--- src/rtl/jhpe_pkg.sv ---
// Shared types and constants for the JPEG Huffman pair encoder.
package jhpe_pkg;

    // Fixed field widths of the beats
    localparam int CODE_IN_W  = 16;
    localparam int LEN_W      = 5;
    localparam int SYM_W      = 8;
    localparam int RUN_W      = 4;
    localparam int AMP_W      = 12;
    localparam int CLS_W      = 4;
    localparam int PACK_W     = 27;
    localparam int COUNT_W    = 5;
    localparam int TABLE_DEPTH = 256;

    typedef enum logic [1:0] {
        ACT_LOAD_DC = 2'd0,
        ACT_LOAD_AC = 2'd1,
        ACT_ENC_DC  = 2'd2,
        ACT_ENC_AC  = 2'd3
    } t_action;

    typedef struct packed {
        t_action                 action;
        logic [SYM_W-1:0]        symbol;
        logic [CODE_IN_W-1:0]    code_bits;
        logic [LEN_W-1:0]        code_length;
        logic [RUN_W-1:0]        run_zeros;
        logic signed [AMP_W-1:0] amplitude;
    } t_in_beat;

    typedef struct packed {
        logic [PACK_W-1:0]  packed_bits;
        logic [COUNT_W-1:0] bit_count;
        logic               missing_code;
    } t_out_beat;

    // Classified pair: table symbol, amplitude class and amplitude bits
    typedef struct packed {
        logic [SYM_W-1:0] sym;
        logic [CLS_W-1:0] cls;
        logic [AMP_W-1:0] amp_bits;
    } t_pair_info;

endpackage

--- src/rtl/jhpe_pack.sv ---
// Joins codeword and amplitude bits into one result beat.
module jhpe_pack import jhpe_pkg::*; #(
    parameter int CODE_W = 16
) (
    input  logic [CODE_W-1:0] i_code,
    input  logic [LEN_W-1:0]  i_len,
    input  logic [CLS_W-1:0]  i_cls,
    input  logic [AMP_W-1:0]  i_amp_bits,
    output t_out_beat         o_beat
);

    localparam int SW = 32;

    logic [SW-1:0]      joined;
    logic [LEN_W:0]     total;

    // Shift the codeword up by the class and append the amplitude bits
    always_comb begin
        joined = (SW'(i_code) << i_cls) | SW'(i_amp_bits);
        total  = (LEN_W+1)'(i_len) + (LEN_W+1)'(i_cls);
        if (i_len == '0) begin
            o_beat.packed_bits  = '0;
            o_beat.bit_count    = '0;
            o_beat.missing_code = 1'b1;
        end else begin
            o_beat.packed_bits  = joined[PACK_W-1:0];
            o_beat.bit_count    = total[COUNT_W-1:0];
            o_beat.missing_code = 1'b0;
        end
    end

endmodule

--- config.mk ---
export PLATFORM = sky130hd
export DESIGN_NAME = jhpe_pack
export DESIGN_NICKNAME = d
export VERILOG_FILES = /design/src/rtl/jhpe_pkg.sv /design/src/rtl/jhpe_pack.sv
export SDC_FILE = /design/constraint.sdc
export NUM_CORES = 1
export LEC_CHECK = 0
export ABC_AREA = 0
export BUFFER_PORTS_ARGS = -buffer_cell sky130_fd_sc_hd__buf_2
export CAP_MARGIN = 20
export CORE_MARGIN = 3
export CORE_UTILIZATION = 42
export DETAILED_ROUTE_END_ITERATION = 12
export PLACE_DENSITY = 0.81
export SLEW_MARGIN = 20
export SYNTH_ARGS = -nofsm -noshare
export SYNTH_HDL_FRONTEND = slang
export SYNTH_SLANG_ARGS = --single-unit
--- constraint.sdc ---
create_clock -name vclk -period 1.7
set_input_delay 0.17 -clock vclk [all_inputs]
set_output_delay 0.17 -clock vclk [all_outputs]
set_load 0.1 [all_outputs]
==> flow_summary.yaml, run 1 <==
run_status:
  outcome: "did not finish"
  stop_stage: "detailed placement"
  error: "[ERROR DPL-0038] Utilization greater than 100%, impossible to legalize"
logic_synthesis:
  yosysUniqueCellTypes: 38
  ys_top_cells_by_area: "mux2i_1 19%, mux4_2 12%, mux2_2 7.7%, o22ai_1 7.0%, o21a_1 5.1%"
  avgSynthCellArea_sq_um: 7.747
  yosysSeqAreaShare: 0
  synth_warnings: 0
  yosysTopAreaCellShare: 0.1882
  synth-compound-area-share: 0.2417
  synth_fa_ha_area_frac: 0.05989
  synth.most_common_cell: "mux2i_1"
  synth.cells.most_frequent: "22 x mux2i_1, 13 x nand2_1, 13 x o22ai_1, 12 x nor2_1, 9 x o21ai_0"
  syn-instance-count: 151
  netlist_area_sq_um: 1170
  syn_nets: 193
  synth_top_family_by_area: "multiplexers"
  synth_top_cell_by_area: "mux2i_1"
  yosys.area_share.simple: 0.1947
  synthXorXnorAreaFrac: 0.007487
  synth_mux_area_frac: 0.4032
floorplan:
  die_h_microns: 58.78
  initial_core_util: 0.4557
  pin_count: 70
  rows: 18
  chipWidth_microns: 58.78
placement:
  gp_congestion: 0.9586
  port_buffers: 70
stage by stage:
step                    hold WS (ns)  cell area, sq um
after global placement        0.7115              2586
after floorplan               0.6236              1588
cell families after synthesis:
| kind of cell | after synthesis |
|---|---|
| AND/OR/NAND/NOR | 47 |
| AO/OA/AOI/OAI | 42 |
| multiplexers | 37 |
| buffers and inverters | 19 |
| adder cells (fa/ha/maj) | 5 |
| XOR/XNOR | 1 |
==> run 2: changes to the inputs <==
--- a/config.mk
+++ b/config.mk
@@ -8,10 +8,10 @@
 export ABC_AREA = 0
 export BUFFER_PORTS_ARGS = -buffer_cell sky130_fd_sc_hd__buf_2
 export CAP_MARGIN = 20
-export CORE_MARGIN = 3
-export CORE_UTILIZATION = 42
+export CORE_AREA = 3 3 64 66
 export DETAILED_ROUTE_END_ITERATION = 12
-export PLACE_DENSITY = 0.81
+export DIE_AREA = 0 0 67 69
+export PLACE_DENSITY_LB_ADDON = 0.15
 export SLEW_MARGIN = 20
 export SYNTH_ARGS = -nofsm -noshare
 export SYNTH_HDL_FRONTEND = slang
==> constraint.sdc (replaced) <==
create_clock -name vclk -period 2.21
set_input_delay 0.221 -clock vclk [all_inputs]
set_output_delay 0.221 -clock vclk [all_outputs]
set_load 0.1 [all_outputs]
==> flow_summary.yaml, run 2 <==
run_status:
  outcome: "finished, final reports clean"
final_layout:
  drive_above_1_share: 0.5395
  antennaDiodeCount: 0
  clkbuf_count: 0
  synthToLayoutAreaGrowth_pct: 86.20
  register_area_sq_um: 0
  design.seq.count: 0
  post-route-util: 0.5995
  final_cell_mix: "39 x buf_2, 31 x buf_12, 22 x mux2i_1"
  nets: 259
  final_common_cell: "buf_2"
route:
  post_drt_via_cell_ratio: 5.719
  ant_nets: 0
  routed_wl_microns: 4675
  first_pass_iters: 4
  wl_per_cell_microns: 17.78
  vias: 1504
  first_iter_violations: 42
  drc: 0
logic_synthesis:
  synth_warnings: 0
  synth_top_cell_by_area: "mux2i_1"
  yosysTopAreaCellShare: 0.1882
  syn-instance-count: 151
  syn_nets: 193
  netlist_area_sq_um: 1170
  synth.cells.most_frequent: "22 x mux2i_1, 13 x nand2_1, 13 x o22ai_1, 12 x nor2_1, 9 x o21ai_0"
  ys_top_cells_by_area: "mux2i_1 19%, mux4_2 12%, mux2_2 7.7%, o22ai_1 7.0%, o21a_1 5.1%"
  avgSynthCellArea_sq_um: 7.747
  synth.most_common_cell: "mux2i_1"
  yosysUniqueCellTypes: 38
  yosysSeqAreaShare: 0
floorplan:
  rows: 22
  chipWidth_microns: 67
  die-area_sq_um: 4623
  pin_count: 70
  die_h_microns: 69
  initial_core_util: 0.3220
  coreArea_sq_um: 3633
placement:
  gp_congestion: 0.9942
  hpwl_microns: 3972
  port_buffers: 70
sta:
  setup_viol: 0
  final_hold_viol_count: 0
  final.setup.tns_ns: 0
  whs_ns: 0.8196
  rsz0062_at_grt: "no"
  timing.final.crit_share: 0.9760
  drv_slew: 0
  fmax_mhz: 463.6
  slew_headroom: 0.6898
  worstMarginPinSlew_ns: 0.4604
  layout_min_cycle_time_ns: 2.157
run:
  maxCapViolCount: 0
global_routing:
  top_usage_layer: "met2"
  grt_pass1_vias: 1479
  gr-total-overflow: 0
  track_usage: 0.2027
  antenna_found_initial: 0
  grt_max_degree: 31
  use_met3: 0.008143
  grt_first_pass_wirelength_microns: 7548
  use_met2: 0.3723
  use_met1: 0.2554
clock_tree:
  postCtsHoldBufs: 0
  cts_resized: 0
  post_cts_buffers: 0
pwr:
  comb_power_share: 1.000
  leakagePower_uw: 0.0009612
  power.total_uw: 1136
  p_sw_frac: 0.6422
  p_switching_uw: 729.6
  peakVddDrop_mv: 0.3720
  cellPowerDensity_nw_per_um2: 521.6
  p_int_uw: 406.6
  power.share.sequential: 0
  pwr-share-clk: 0
critical_path:
  worstSetupPathType: "in2out"
  path_max_fanout: 15
  crit_arrival_ns: 1.94
  critPathLaunchType: "input port"
  end_kind: "output port"
  critical_path_required_ns: 1.99
worst_hold_path:
  hold_class: "in2out"
[run 2: worst paths after layout]
check           from          to  slack (ns)  cells past startpoint
min    i_amp_bits[6]  o_beat[12]        0.82                      4
max         i_cls[1]  o_beat[22]        0.05                      6
[run 2: cells by family after synthesis]
family	after synthesis	synth area share
AOI/OAI and AO/OA	42	0.2417
xor gates and xnor gates	1	0.007488
adders and majority gates	5	0.05990
buffers and inverters	19	0.09304
muxes	37	0.4032
and+or+nand+nor	47	0.1947
[run 2: metrics by stage]
stage,cells,worst slack (ns),cell area [sq um]
finish,263,0.05296,2178
global route,263,0.02650,2178
CTS,263,0.07462,2166
detailed placement,263,0.07504,2166
global placement,263,0.06029,2166
floorplan,151,-0.5854,1340
[run 2: power by group through the flow]
stage	logic, uW	clock network (uW)	registers, uW
floorplan	752	0	0
global placement	1120	0	0
detailed placement	1130	0	0
CTS	1140	0	0
global route	1180	0	0
finish	1140	0	0
[run 2: critical path: stages]
cell and delay (ns):
buf_2 0.27, buf_4 0.29, mux2_2 0.37, o221ai_1 0.38, o22ai_2 0.19, buf_12 0.20
[run 2: cell type report]
| type | count | area (sq um) |
|---|---|---|
| multi-input cells | 132 | 1217 |
| well taps | 48 | 60.06 |
| inverters | 5 | 25.02 |
| repair buffers | 78 | 875.8 |
| fillers | 345 | 1455 |
[run 2: layer usage]
| layer | vias up | wire (microns) |
|---|---|---|
| met2 | 64 | 2553 |
| met3 | 8 | 288 |
| met1 | 720 | 1748 |
| met5 | - | 0 |
| met4 | 0 | 85 |
| li1 | 712 | - |
(Power assumes the default switching activity.)
