[src/rtl/jhpe_pkg.sv]
// Shared types and constants for the JPEG Huffman pair encoder.
package jhpe_pkg;

    // Fixed field widths of the beats
    localparam int CODE_IN_W  = 16;
    localparam int LEN_W      = 5;
    localparam int SYM_W      = 8;
    localparam int RUN_W      = 4;
    localparam int AMP_W      = 12;
    localparam int CLS_W      = 4;
    localparam int PACK_W     = 27;
    localparam int COUNT_W    = 5;
    localparam int TABLE_DEPTH = 256;

    typedef enum logic [1:0] {
        ACT_LOAD_DC = 2'd0,
        ACT_LOAD_AC = 2'd1,
        ACT_ENC_DC  = 2'd2,
        ACT_ENC_AC  = 2'd3
    } t_action;

    typedef struct packed {
        t_action                 action;
        logic [SYM_W-1:0]        symbol;
        logic [CODE_IN_W-1:0]    code_bits;
        logic [LEN_W-1:0]        code_length;
        logic [RUN_W-1:0]        run_zeros;
        logic signed [AMP_W-1:0] amplitude;
    } t_in_beat;

    typedef struct packed {
        logic [PACK_W-1:0]  packed_bits;
        logic [COUNT_W-1:0] bit_count;
        logic               missing_code;
    } t_out_beat;

    // Classified pair: table symbol, amplitude class and amplitude bits
    typedef struct packed {
        logic [SYM_W-1:0] sym;
        logic [CLS_W-1:0] cls;
        logic [AMP_W-1:0] amp_bits;
    } t_pair_info;

endpackage

[src/rtl/jhpe_classify.sv]
// Amplitude saturation, class priority encode and symbol formation.
module jhpe_classify import jhpe_pkg::*; #(
    parameter int AMP_BITS = 11
) (
    input  t_action                 i_action,
    input  logic [RUN_W-1:0]        i_run_zeros,
    input  logic signed [AMP_W-1:0] i_amplitude,
    output t_pair_info              o_info
);

    localparam int XW = 17;
    localparam logic signed [XW-1:0] LIM = XW'((1 << AMP_BITS) - 1);

    logic signed [XW-1:0] amp_x;
    logic signed [XW-1:0] sat;
    logic signed [XW-1:0] mag_x;
    logic signed [XW-1:0] amp_m1;
    logic [AMP_W-1:0]     mag;
    logic [CLS_W-1:0]     cls;
    logic [AMP_W-1:0]     mask;
    logic [RUN_W-1:0]     run_eff;

    // Clamp the amplitude to the coded range
    always_comb begin
        amp_x = XW'(i_amplitude);
        if (amp_x > LIM) begin
            sat = LIM;
        end else if (amp_x < -LIM) begin
            sat = -LIM;
        end else begin
            sat = amp_x;
        end
        mag_x  = (sat < 0) ? -sat : sat;
        mag    = mag_x[AMP_W-1:0];
        amp_m1 = (sat < 0) ? sat - XW'(1) : sat;
    end

    // Find the bit length of the magnitude
    always_comb begin
        cls = '0;
        for (int i = 0; i < AMP_W; i++) begin
            if (mag[i]) begin
                cls = CLS_W'(i + 1);
            end
        end
    end

    // Keep the class low bits and build the table symbol
    always_comb begin
        mask            = ~({AMP_W{1'b1}} << cls);
        run_eff         = (i_action == ACT_ENC_DC) ? '0 : i_run_zeros;
        o_info.cls      = cls;
        o_info.amp_bits = amp_m1[AMP_W-1:0] & mask;
        o_info.sym      = {run_eff, cls};
    end

endmodule

[config.mk]
export PLATFORM = sky130hd
export DESIGN_NAME = jhpe_classify
export DESIGN_NICKNAME = d
export VERILOG_FILES = /design/src/rtl/jhpe_pkg.sv /design/src/rtl/jhpe_classify.sv
export SDC_FILE = /design/constraint.sdc
export NUM_CORES = 1
export LEC_CHECK = 0
export BUFFER_PORTS_ARGS = -buffer_cell sky130_fd_sc_hd__buf_2
export CAP_MARGIN = 0
export CELL_PAD_IN_SITES_DETAIL_PLACEMENT = 2
export CELL_PAD_IN_SITES_GLOBAL_PLACEMENT = 2
export CORE_UTILIZATION = 30
export DETAILED_ROUTE_END_ITERATION = 16
export GPL_ROUTABILITY_DRIVEN = 0
export GPL_TIMING_DRIVEN = 0
export PLACE_DENSITY_LB_ADDON = 0.1
export SYNTH_ARGS = -nofsm -noshare
export SYNTH_HDL_FRONTEND = slang
export SYNTH_SLANG_ARGS = --single-unit
[constraint.sdc]
create_clock -name vclk -period 9.9
set_input_delay 0 -clock vclk [all_inputs]
set_output_delay 0 -clock vclk [all_outputs]
set_load 0.01 [all_outputs]
# [Word-level counts from Yosys, hierarchy flattened]
# Cells that the tools add are included.
[classes] add_sub_neg=2 magnitude_cmp=3 eq_ne=1 shifts=1 mux=17 n_bitwise=2
[ops] operator="2-to-1 mux 4 bit" n=12
[ops] operator="2-to-1 mux 17 bit" n=2
[ops] operator="2-to-1 mux 12 bit" n=2
[ops] operator="less-than comparator 17 x 1 -> 1 bit, second input constant" n=1
[ops] operator="AND 12 bit" n=1
[ops] operator="> comparator 12 bit, second input constant" n=1
[ops] operator="less-than comparator 12 bit, second input constant" n=1
[ops] operator="negator 12 bit" n=1
[ops] operator="inverter 12 bit" n=1
[ops] operator="left shift 12 x 4 -> 12 bit, first input constant" n=1
[ops] operator="subtractor 12 x 2 -> 12 bit, second input constant" n=1
[ops] operator="== test 2 bit, second input constant" n=1
[ops] operator="2-to-1 mux 1 bit" n=1
[word_totals] register_bits=0 in_bits=18 out_inout_bits=24 wordCells=26

# [Depth between registers and ports, before layout]
# Gate-level depths: netlist of the first run.
[logic_depth] depth_word=20 ltp_mapped=19 ltp_nobuf=15

# [Worst setup path before layout of the first run]
# Ideal clock, no wire load.
[synth_path] path_kind="input to output" from="in i_amplitude[3]" to="out o_info[18] in the netlist's numbering" t_arrival_ns=3.549 t_required_ns=9.900 slack_ns=6.351 path_stages=18 n_path_buf=6 cell_sequence="buf_6 > nor4_4 > nand3_2 > o31ai_1 > ha_1 > clkbuf_1 > buf_2 > clkbuf_1 > nor2_1 > ha_1 > clkbuf_1 > nand4_1 > a31oi_1 > nor2_1 > or2_2 > a31oi_1 > inv_1 > buf_4"
[synth_rtl] element="start, declared" line_no="jhpe_classify.sv:7" source="input logic signed [AMP_W-1:0] i_amplitude,"
[synth_rtl] element="end, declared" line_no="jhpe_classify.sv:8" source="output t_pair_info o_info"

==> results.sh, run 1 <==
export IMPL_design_seq_count=0
export IMPL_tightest_slew_ns=0.6904
export IMPL_p_int_uw=34.91
export IMPL_nNetsFinal=245
export IMPL_crit_required_ns=9.90
export IMPL_synthCells=185
export IMPL_cp_startpoint="i_amplitude[3]"
export IMPL_cellPowerDensity_nw_per_um2=62.02
export IMPL_die_h_um=65.24
export IMPL_diodes=0
export IMPL_fp_dieW_um=65.24
export IMPL_netlist_top_cells_area="nor2_1 5.6%, nand2_1 5.3%, a21oi_1 5.0%"
export IMPL_synth_top_area_cell="nor2_1"
export IMPL_dr_pass1_iters=4
export IMPL_netSwitchingPower_uw=55.03
export IMPL_place_inst=271
export IMPL_slew_headroom=0.5349
export IMPL_antenna_found_initial=0
export IMPL_critPathLaunchType="input port"
export IMPL_wl_um=4974
export IMPL_setup_slack_ns=4.996
export IMPL_syn_area_per_cell_um2=6.486
export IMPL_total_power_uw=89.94
export IMPL_p_comb_frac=1.000
export IMPL_hold_viol=0
export IMPL_grt_pass1_wl_um=7941
export IMPL_yosysWarnings=0
export IMPL_synth_common_cells="18 x nor2_1, 17 x nand2_1, 12 x a21oi_1, 12 x o21ai_0, 8 x nor3_1"
export IMPL_cpPeakStageDelay_ns=0.54
export IMPL_rsz0062_at_grt="false"
export IMPL_ys_seq_area_frac=0
export IMPL_p_leak_uw=0.0005733
export IMPL_path_max_fanout=10
export IMPL_setup_violations_final=0
export IMPL_drive_gt1_frac=0.3408
export IMPL_clock_power_share=0
export IMPL_avgRoutedWirePerCell_um=18.35
export IMPL_maxCapViolCount=0
export IMPL_end_kind="output port"
export IMPL_swShare=0.6119
export IMPL_track_usage=0.2344
export IMPL_core_area_um2=3744
export IMPL_drtIter0Drc=71
export IMPL_final_cells=271
export IMPL_regArea_um2=0
export IMPL_crit_slowest_cell="nor4_4"
export IMPL_rows=22
export IMPL_synth_nets=205
export IMPL_grt_overflow_total=0
export IMPL_synth_top_area_frac=0.05631
export IMPL_place_ws_ns=5.034
export IMPL_dp_hpwl_um=4083
export IMPL_vias=1622
export IMPL_critical_path_class="in -> out"
export IMPL_vdd_drop_max_mv=0.01621
export IMPL_final_antenna_net_count=0
export IMPL_path_cells="buf_2, buf_6, nor4_4, nand3_2, o31ai_1, ha_1, clkbuf_1, buf_2, clkbuf_1, nor2_1, ha_1, clkbuf_1, a31oi_1, nor3_2, nor2_2, and3_4, inv_6, nor2_4, a221oi_2, buf_2"
export IMPL_n_clock_buffer=0
export IMPL_post_cts_setup_buffers=0
export IMPL_synthToLayoutAreaGrowth_pct=20.85
export IMPL_vias_per_cell=5.985
export IMPL_finalCritPeriodShare=0.4954
export IMPL_place_port_buffers=38
export IMPL_arrival_ns=4.90
export IMPL_setup_tns_final_ns=0
export IMPL_synth_area_um2=1200
export IMPL_outcome="completed"
export IMPL_ioPinCount=42
export IMPL_post_cts_resized=0
export IMPL_cp_endpoint="o_info[1]"
export IMPL_max_clock_freq_ghz=0.2039
export IMPL_yosysMostFrequentCell="nor2_1"
export IMPL_fin_crit_ns=4.904
export IMPL_p_seq_frac=0
export IMPL_final_area_um2=1450
export IMPL_dieArea_um2=4256
export IMPL_slew_viol_final=0
export IMPL_ys_types=64
export IMPL_hold_buffers=0
export IMPL_min_path_type="in -> out"
export IMPL_placed_area_um2=1450
export IMPL_drc=0
export IMPL_start_util=0.3205
export IMPL_grt_max_degree=11
export IMPL_grt_pass1_vias=1640
## area by class of cell
| class | instances | area, µm² |
|---|---|---|
| inverters | 8 | 35.03 |
| fillers | 493 | 2293 |
| multi-input cells | 159 | 1064 |
| well taps | 48 | 60.06 |
| repair buffers | 38 | 190.2 |
| plain buffers | 18 | 101.3 |
## layout by cell type, fill, tap and decap left out, drive strengths merged, types with 4 or more instances in the layout
cell type	n
nor2	20
nand2	17
o21ai	13
nor2b	5
or4	4
clkbuf	5
and2	6
or2	4
buf	51
a21oi	12
inv	7
nor4	4
a31oi	4
nor3	9
nand2b	4
o211ai	6
## layer usage
layer  vias to the layer above  GRT usage  part of all wire
li1                        761          -                 -
met1                       820     0.3058              0.46
met2                        39     0.4356              0.51
met3                         2    0.01042             0.028
met4                         0    0.01902            0.0014
met5                         -          0                 0
## power by group through the flow
stage	Combinational, µW	Clock, µW	Sequential, µW
2_1_floorplan	59.2	0	0
3_3_place_gp	86.0	0	0
3_5_place_dp	89.6	0	0
4_1_cts	89.9	0	0
5_1_grt	97.9	0	0
6_report	89.9	0	0
## stage by stage
step	hold slack (ns)	utilization
detailed placement	0.2942	0.3874
CTS	0.2942	0.3874
global placement	0.2879	0.3874
global route	0.2986	0.3874
floorplan	0.1444	-
finish	0.2912	0.3874
## how the worst min path moves through the flow
stage / from / slack, ns / cells after the start / end
floorplan: i_run_zeros[0] / 0.14 / 1 / o_info[20]
global placement: i_run_zeros[1] / 0.29 / 3 / o_info[21]
detailed placement: i_run_zeros[3] / 0.29 / 3 / o_info[23]
CTS: i_run_zeros[3] / 0.29 / 3 / o_info[23]
global route: i_run_zeros[0] / 0.30 / 3 / o_info[20]
finish: i_run_zeros[3] / 0.29 / 3 / o_info[23]
## kinds of logic after synthesis
kind of cell             count (synthesis)  synth area share
adder cells (fa/ha/maj)                  2           0.02085
buffers and inverters                   26            0.1137
AND/OR/NAND/NOR                         90            0.4432
other                                    1          0.003125
XOR/XNOR                                 5           0.03650
multiplexers                             2           0.01773
AO/OA/AOI/OAI                           59            0.3650
## worst max-delay path, delay by kind of cell
kind | cells | cell delay [ns]
adder cells (fa/ha/maj) | 2 | 0.61
AO/OA/AOI/OAI | 3 | 0.67
AND/OR/NAND/NOR | 7 | 1.97
buffers and inverters | 8 | 1.62
Note: power is estimated with default switching activity, not from simulation.
==> run 2, diff against run 1 <==
--- a/config.mk
+++ b/config.mk
@@ -5,11 +5,12 @@
 export SDC_FILE = /design/constraint.sdc
 export NUM_CORES = 1
 export LEC_CHECK = 0
+export ABC_AREA = 1
 export BUFFER_PORTS_ARGS = -buffer_cell sky130_fd_sc_hd__buf_2
 export CAP_MARGIN = 0
 export CELL_PAD_IN_SITES_DETAIL_PLACEMENT = 2
 export CELL_PAD_IN_SITES_GLOBAL_PLACEMENT = 2
-export CORE_UTILIZATION = 30
+export CORE_UTILIZATION = 22
 export DETAILED_ROUTE_END_ITERATION = 16
 export GPL_ROUTABILITY_DRIVEN = 0
 export GPL_TIMING_DRIVEN = 0
==> constraint.sdc (replaced) <==
create_clock -name vclk -period 4
set_input_delay 0 -clock vclk [all_inputs]
set_output_delay 0 -clock vclk [all_outputs]
set_load 0.01 [all_outputs]
==> run 2 against run 1 <==
  * Area after synthesis down 11%
  * Global-route usage down 9.3 points
  * Power up 120%
==> results.sh, run 2 <==
export IMPL_synth_top_area_frac=0.1479
export IMPL_synth_common_cells="42 x nand2_1, 33 x inv_1, 24 x nand3_1"
export IMPL_post_cts_setup_buffers=0
export IMPL_p_leak_uw=0.0007848
export IMPL_fin_crit_ns=2.793
export IMPL_dieArea_um2=5128
export IMPL_rows=24
export IMPL_avgRoutedWirePerCell_um=11.82
export IMPL_yosysWarnings=0
export IMPL_critPathLaunchType="input port"
export IMPL_synthMuxAreaShare=0
export IMPL_grt_max_degree=11
export IMPL_die_h_um=71.61
export IMPL_syn_area_per_cell_um2=5.495
export IMPL_track_usage=0.1411
export IMPL_cp_startpoint="i_amplitude[5]"
export IMPL_vias=1303
export IMPL_yosysMostFrequentCell="nand2_1"
export IMPL_synth_top_area_cell="nand2_1"
export IMPL_arrival_ns=2.79
export IMPL_fillerInstances=604
export IMPL_fp_dieW_um=71.61
export IMPL_place_port_buffers=41
export IMPL_start_util=0.2367
export IMPL_critical_path_class="in -> out"
export IMPL_vdd_drop_max_mv=0.04339
export IMPL_max_clock_freq_ghz=0.3581
export IMPL_final_cells=287
export IMPL_fin_util=0.2967
export IMPL_crit_required_ns=4.00
export IMPL_finalCritPeriodShare=0.6982
export IMPL_cp_endpoint="o_info[4]"
export IMPL_post_cts_resized=0
export IMPL_grt_overflow_total=0
export IMPL_vias_per_cell=4.540
export IMPL_cellPowerDensity_nw_per_um2=150.4
export IMPL_final_area_um2=1336
export IMPL_outcome="completed"
export IMPL_place_inst=287
export IMPL_ys_types=32
export IMPL_synth_area_um2=1066
export IMPL_synthCells=194
export IMPL_hold_buffers=0
export IMPL_nNetsFinal=257
export IMPL_placed_area_um2=1336
export IMPL_total_power_uw=201.0
export IMPL_setup_tns_final_ns=0
export IMPL_n_clock_buffer=0
export IMPL_synth_xor_xnor_area_share=0.04930
export IMPL_grt_pass1_wl_um=5940
export IMPL_netlist_top_cells_area="nand2_1 15%, inv_1 12%, nand3_1 11%"
export IMPL_antenna_found_initial=0
export IMPL_drtIter0Drc=22
export IMPL_design_seq_count=0
export IMPL_path_max_fanout=9
export IMPL_synthAdderAreaFrac=0.02347
export IMPL_end_kind="output port"
export IMPL_dp_hpwl_um=3086
export IMPL_drive_gt1_frac=0.3830
export IMPL_slew_viol_final=0
export IMPL_maxCapViolCount=0
export IMPL_synthSimpleGateAreaFrac=0.6385
export IMPL_final_antenna_net_count=0
export IMPL_hold_viol=0
export IMPL_core_area_um2=4504
export IMPL_diodes=0
export IMPL_grt_pass1_vias=1346
export IMPL_wl_um=3392
export IMPL_ys_seq_area_frac=0
export IMPL_setup_violations_final=0
export IMPL_dr_pass1_iters=4
export IMPL_drc=0
export IMPL_synthToLayoutAreaGrowth_pct=25.35
export IMPL_synth_top_family_by_area="simple AND/OR/NAND/NOR gates"
export IMPL_ioPinCount=42
export IMPL_final_cell_mix="42 x nand2_1, 42 x buf_2, 33 x inv_1"
export IMPL_multi_input_area_um2=859.6
export IMPL_synth_nets=214
export IMPL_synth_compound_area_frac=0.09155
export IMPL_regArea_um2=0
export IMPL_rsz0062_at_grt="false"
export IMPL_min_path_type="in -> out"
==> run 2: kinds of logic after synthesis <==
kind of cell	count (synthesis)
AOI/OAI and AO/OA	15
other	1
xor gates and xnor gates	6
buffers and inverters	47
adders and majority gates	2
and+or+nand+nor	123
==> run 2: cell type report <==
cell class | instances | share of cell area
Multi-Input combinational cell | 147 | 0.6433
Timing Repair Buffer | 41 | 0.1536
Inverter | 39 | 0.1114
Tap cell | 52 | 0.04869
Buffer | 8 | 0.04307
==> run 2: how the worst min path moves through the flow <==
| stage | start | end | cells after the start |
|---|---|---|---|
| 2_1_floorplan | i_action[1] | o_info[20] | 1 |
| 3_3_place_gp | i_action[1] | o_info[23] | 3 |
| 3_5_place_dp | i_action[1] | o_info[21] | 3 |
| 4_1_cts | i_action[1] | o_info[21] | 3 |
| 5_1_grt | i_action[1] | o_info[21] | 3 |
| 6_report | i_action[1] | o_info[21] | 3 |
==> run 2: critical path, stage by stage <==
cell and delay (ns):
buf_2 0.09, inv_1 0.10, nand3_1 0.10, o31ai_1 0.27
ha_1 0.28, buf_6 0.15, nor2_4 0.18, ha_1 0.24
nand2_2 0.10, nor2_4 0.13, nand2_2 0.08, nand2_2 0.07
nand2_1 0.06, nand2_1 0.06, nand2_2 0.08, nor2_4 0.14
nand3_4 0.16, nor2_4 0.18, a21oi_1 0.08, nand2_1 0.07
inv_1 0.03, buf_2 0.12
==> run 2: power by group <==
part	switching, µW	internal, µW	leakage [µW]	total [µW]
registers	0	0	0	0
clock network	0	0	0	0
logic	126	75.1	0.000785	201
total	126	75.1	0.000785	201
==> run 2: per-stage QoR <==
step	setup slack [ns]	hold slack, ns
after floorplan	1.668	0.1218
after global routing	0.8856	0.3192
after global placement	1.159	0.3063
after detailed placement	1.148	0.3075
after CTS	1.153	0.3094
final	1.207	0.3068
==> run 2: layer usage <==
metal  routed length (µm)  vias up  GRT usage  share of wire
li1                     -      674          -              -
met1                 1719      596     0.1985           0.51
met2                 1597       33     0.2579           0.47
met3                   75        0          0          0.022
met4                    0        0          0              0
met5                    0        -          0              0
==> run 3, diff against run 2 <==
--- a/config.mk
+++ b/config.mk
@@ -5,12 +5,12 @@
 export SDC_FILE = /design/constraint.sdc
 export NUM_CORES = 1
 export LEC_CHECK = 0
-export ABC_AREA = 1
+export ABC_AREA = 0
 export BUFFER_PORTS_ARGS = -buffer_cell sky130_fd_sc_hd__buf_2
 export CAP_MARGIN = 0
 export CELL_PAD_IN_SITES_DETAIL_PLACEMENT = 2
 export CELL_PAD_IN_SITES_GLOBAL_PLACEMENT = 2
-export CORE_UTILIZATION = 22
+export CORE_UTILIZATION = 25
 export DETAILED_ROUTE_END_ITERATION = 16
 export GPL_ROUTABILITY_DRIVEN = 0
 export GPL_TIMING_DRIVEN = 0
==> constraint.sdc (replaced) <==
create_clock -name vclk -period 2.4
set_input_delay 0 -clock vclk [all_inputs]
set_output_delay 0 -clock vclk [all_outputs]
set_load 0.01 [all_outputs]
==> run 3 against run 2 <==
  * The flow now finishes with violations (design-rule violations, negative setup slack)
  * Power grew to 2.8 times the previous value
  * Sequential share of layout area is the same
  * Non-clock buffer count grew 31
  * Largest power group unchanged
  * Worst setup slack lost 2.1 ns
  * Routed wire length grew 92%
==> results.sh, run 3 (same netlist as run 1, synthesis figures left out) <==
export IMPL_dp_hpwl_um=4419
export IMPL_wl_met2_um=3502
export IMPL_rsz0062_at_grt="true"
export IMPL_antenna_found_initial=0
export IMPL_place_inst=275
export IMPL_violations="design-rule violations, negative setup slack"
export IMPL_max_clock_freq_ghz=0.3025
export IMPL_end_kind="output port"
export IMPL_final_cell_mix="38 x buf_2, 29 x buf_4, 16 x nand2_1"
export IMPL_setup_slack_ns=-0.9062
export IMPL_vias_per_cell=5.789
export IMPL_wl_um=6515
export IMPL_crit_required_ns=2.40
export IMPL_outcome="finished, violations left"
export IMPL_start_util=0.2682
export IMPL_routed_wl_met3_um=143
export IMPL_drtIter0Drc=116
export IMPL_critPathLaunchType="input port"
export IMPL_design_seq_count=0
export IMPL_hold_buffers=0
export IMPL_dieArea_um2=5081
export IMPL_final_antenna_net_count=0
export IMPL_grt_max_degree=14
export IMPL_holdWs_ns=0.2890
export IMPL_vias=1731
export IMPL_tightest_slew_ns=0.7823
export IMPL_grt_overflow_total=0
export IMPL_met1_length_um=2763
export IMPL_n_clock_buffer=0
export IMPL_final_common_cell="buf_2"
export IMPL_highest_layer="met4"
export IMPL_dr_pass1_iters=12
export IMPL_drc=2
export IMPL_min_path_type="in -> out"
export IMPL_setup_tns_final_ns=-15.05
export IMPL_fp_dieW_um=71.28
export IMPL_nNetsFinal=269
export IMPL_grt_pass1_wl_um=9915
export IMPL_regArea_um2=0
export IMPL_fin_crit_ns=3.306
export IMPL_place_port_buffers=38
export IMPL_path_max_fanout=5
export IMPL_slew_viol_final=0
export IMPL_track_usage=0.2457
export IMPL_fin_util=0.4446
export IMPL_hold_depth=3
export IMPL_vdd_drop_max_mv=0.07951
export IMPL_die_h_um=71.28
export IMPL_whs_endpoint="o_info[21]"
export IMPL_total_power_uw=570.1
export IMPL_avgRoutedWirePerCell_um=21.79
export IMPL_drive_gt1_frac=0.5709
export IMPL_rows=24
export IMPL_grt_pass1_vias=1861
export IMPL_slew_headroom=0.4736
export IMPL_hold_viol=0
export IMPL_ioPinCount=42
export IMPL_finalCritPeriodShare=1.378
export IMPL_synthToLayoutAreaGrowth_pct=65.80
export IMPL_hold_start="i_run_zeros[1]"
export IMPL_critical_path_class="in -> out"
export IMPL_diodes=0
export IMPL_cellPowerDensity_nw_per_um2=286.6
export IMPL_setup_violations_final=19
export IMPL_p_leak_uw=0.0007965
export IMPL_core_area_um2=4474
export IMPL_final_cells=299
export IMPL_maxCapViolCount=0
export IMPL_arrival_ns=3.31
[run 3: cell count changes in the layout (fill, tap and decap cells not counted), moves of 6 or more]
cell     previous run  this run
nand2_2            11         0
nand3_1            24         1
inv_1              33         5
buf_4               5        29
nor2_4             10         4
nand2_1            42        16
[run 3: final cells by class]
class,count,area [µm²]
tap,52,65.06
multi-input combinational,159,1305
timing repair buffer,64,432.9
buffer,16,143.9
fill,514,2485
inverter,8,42.54
[run 3: worst max-delay path, stage by stage]
cell,delay (ns)
buf_12,0.10
nor4_4,0.36
nand3_2,0.14
o31ai_2,0.20
ha_1,0.29
buf_8,0.15
buf_8,0.12
clkbuf_16,0.13
nor2_4,0.10
ha_4,0.18
nor2_4,0.07
a2bb2oi_2,0.14
o311a_1,0.38
a211oi_4,0.29
o211ai_4,0.14
a21oi_2,0.18
nor2_2,0.07
buf_4,0.17
buf_6,0.11
[run 3: how the worst max path moves through the flow]
stage	start	to	slack (ns)	cells after the start
final	i_amplitude[3]	o_info[16]	-0.91	19
after CTS	i_amplitude[4]	o_info[16]	-0.87	19
after floorplan	i_amplitude[3]	o_info[1]	-0.69	18
after detailed placement	i_amplitude[3]	o_info[8]	-1.71	18
after global routing	i_amplitude[3]	o_info[10]	-1.02	18
after global placement	i_amplitude[3]	o_info[1]	-1.59	19
[run 3: routing by layer]
layer | track usage | up-vias
met5 | 0 | -
met4 | 0.04667 | 0
met3 | 0.004219 | 8
met2 | 0.4741 | 41
met1 | 0.3054 | 868
li1 | - | 814
[run 3: metrics by stage]
step | worst slack (ns) | cell area (µm²)
floorplan | -0.6907 | 1341
finish | -0.9062 | 1989
detailed placement | -1.709 | 1597
CTS | -0.8693 | 1901
global route | -1.023 | 1989
global placement | -1.589 | 1597
[run 3: repair_timing]
action | in CTS | in global routing
hold endpoints to repair | 0 | 0
endpoints found under the setup margin | 19 | 19
gates resized for setup | 38 | 14
buffers inserted | 21 | 5
pin swaps | 23 | 7
[run 3: where the power goes]
part	switching, µW	leakage (µW)	total (µW)	internal [µW]
logic	309	0.000796	570	261
clock network	0	0	0	0
registers	0	0	0	0
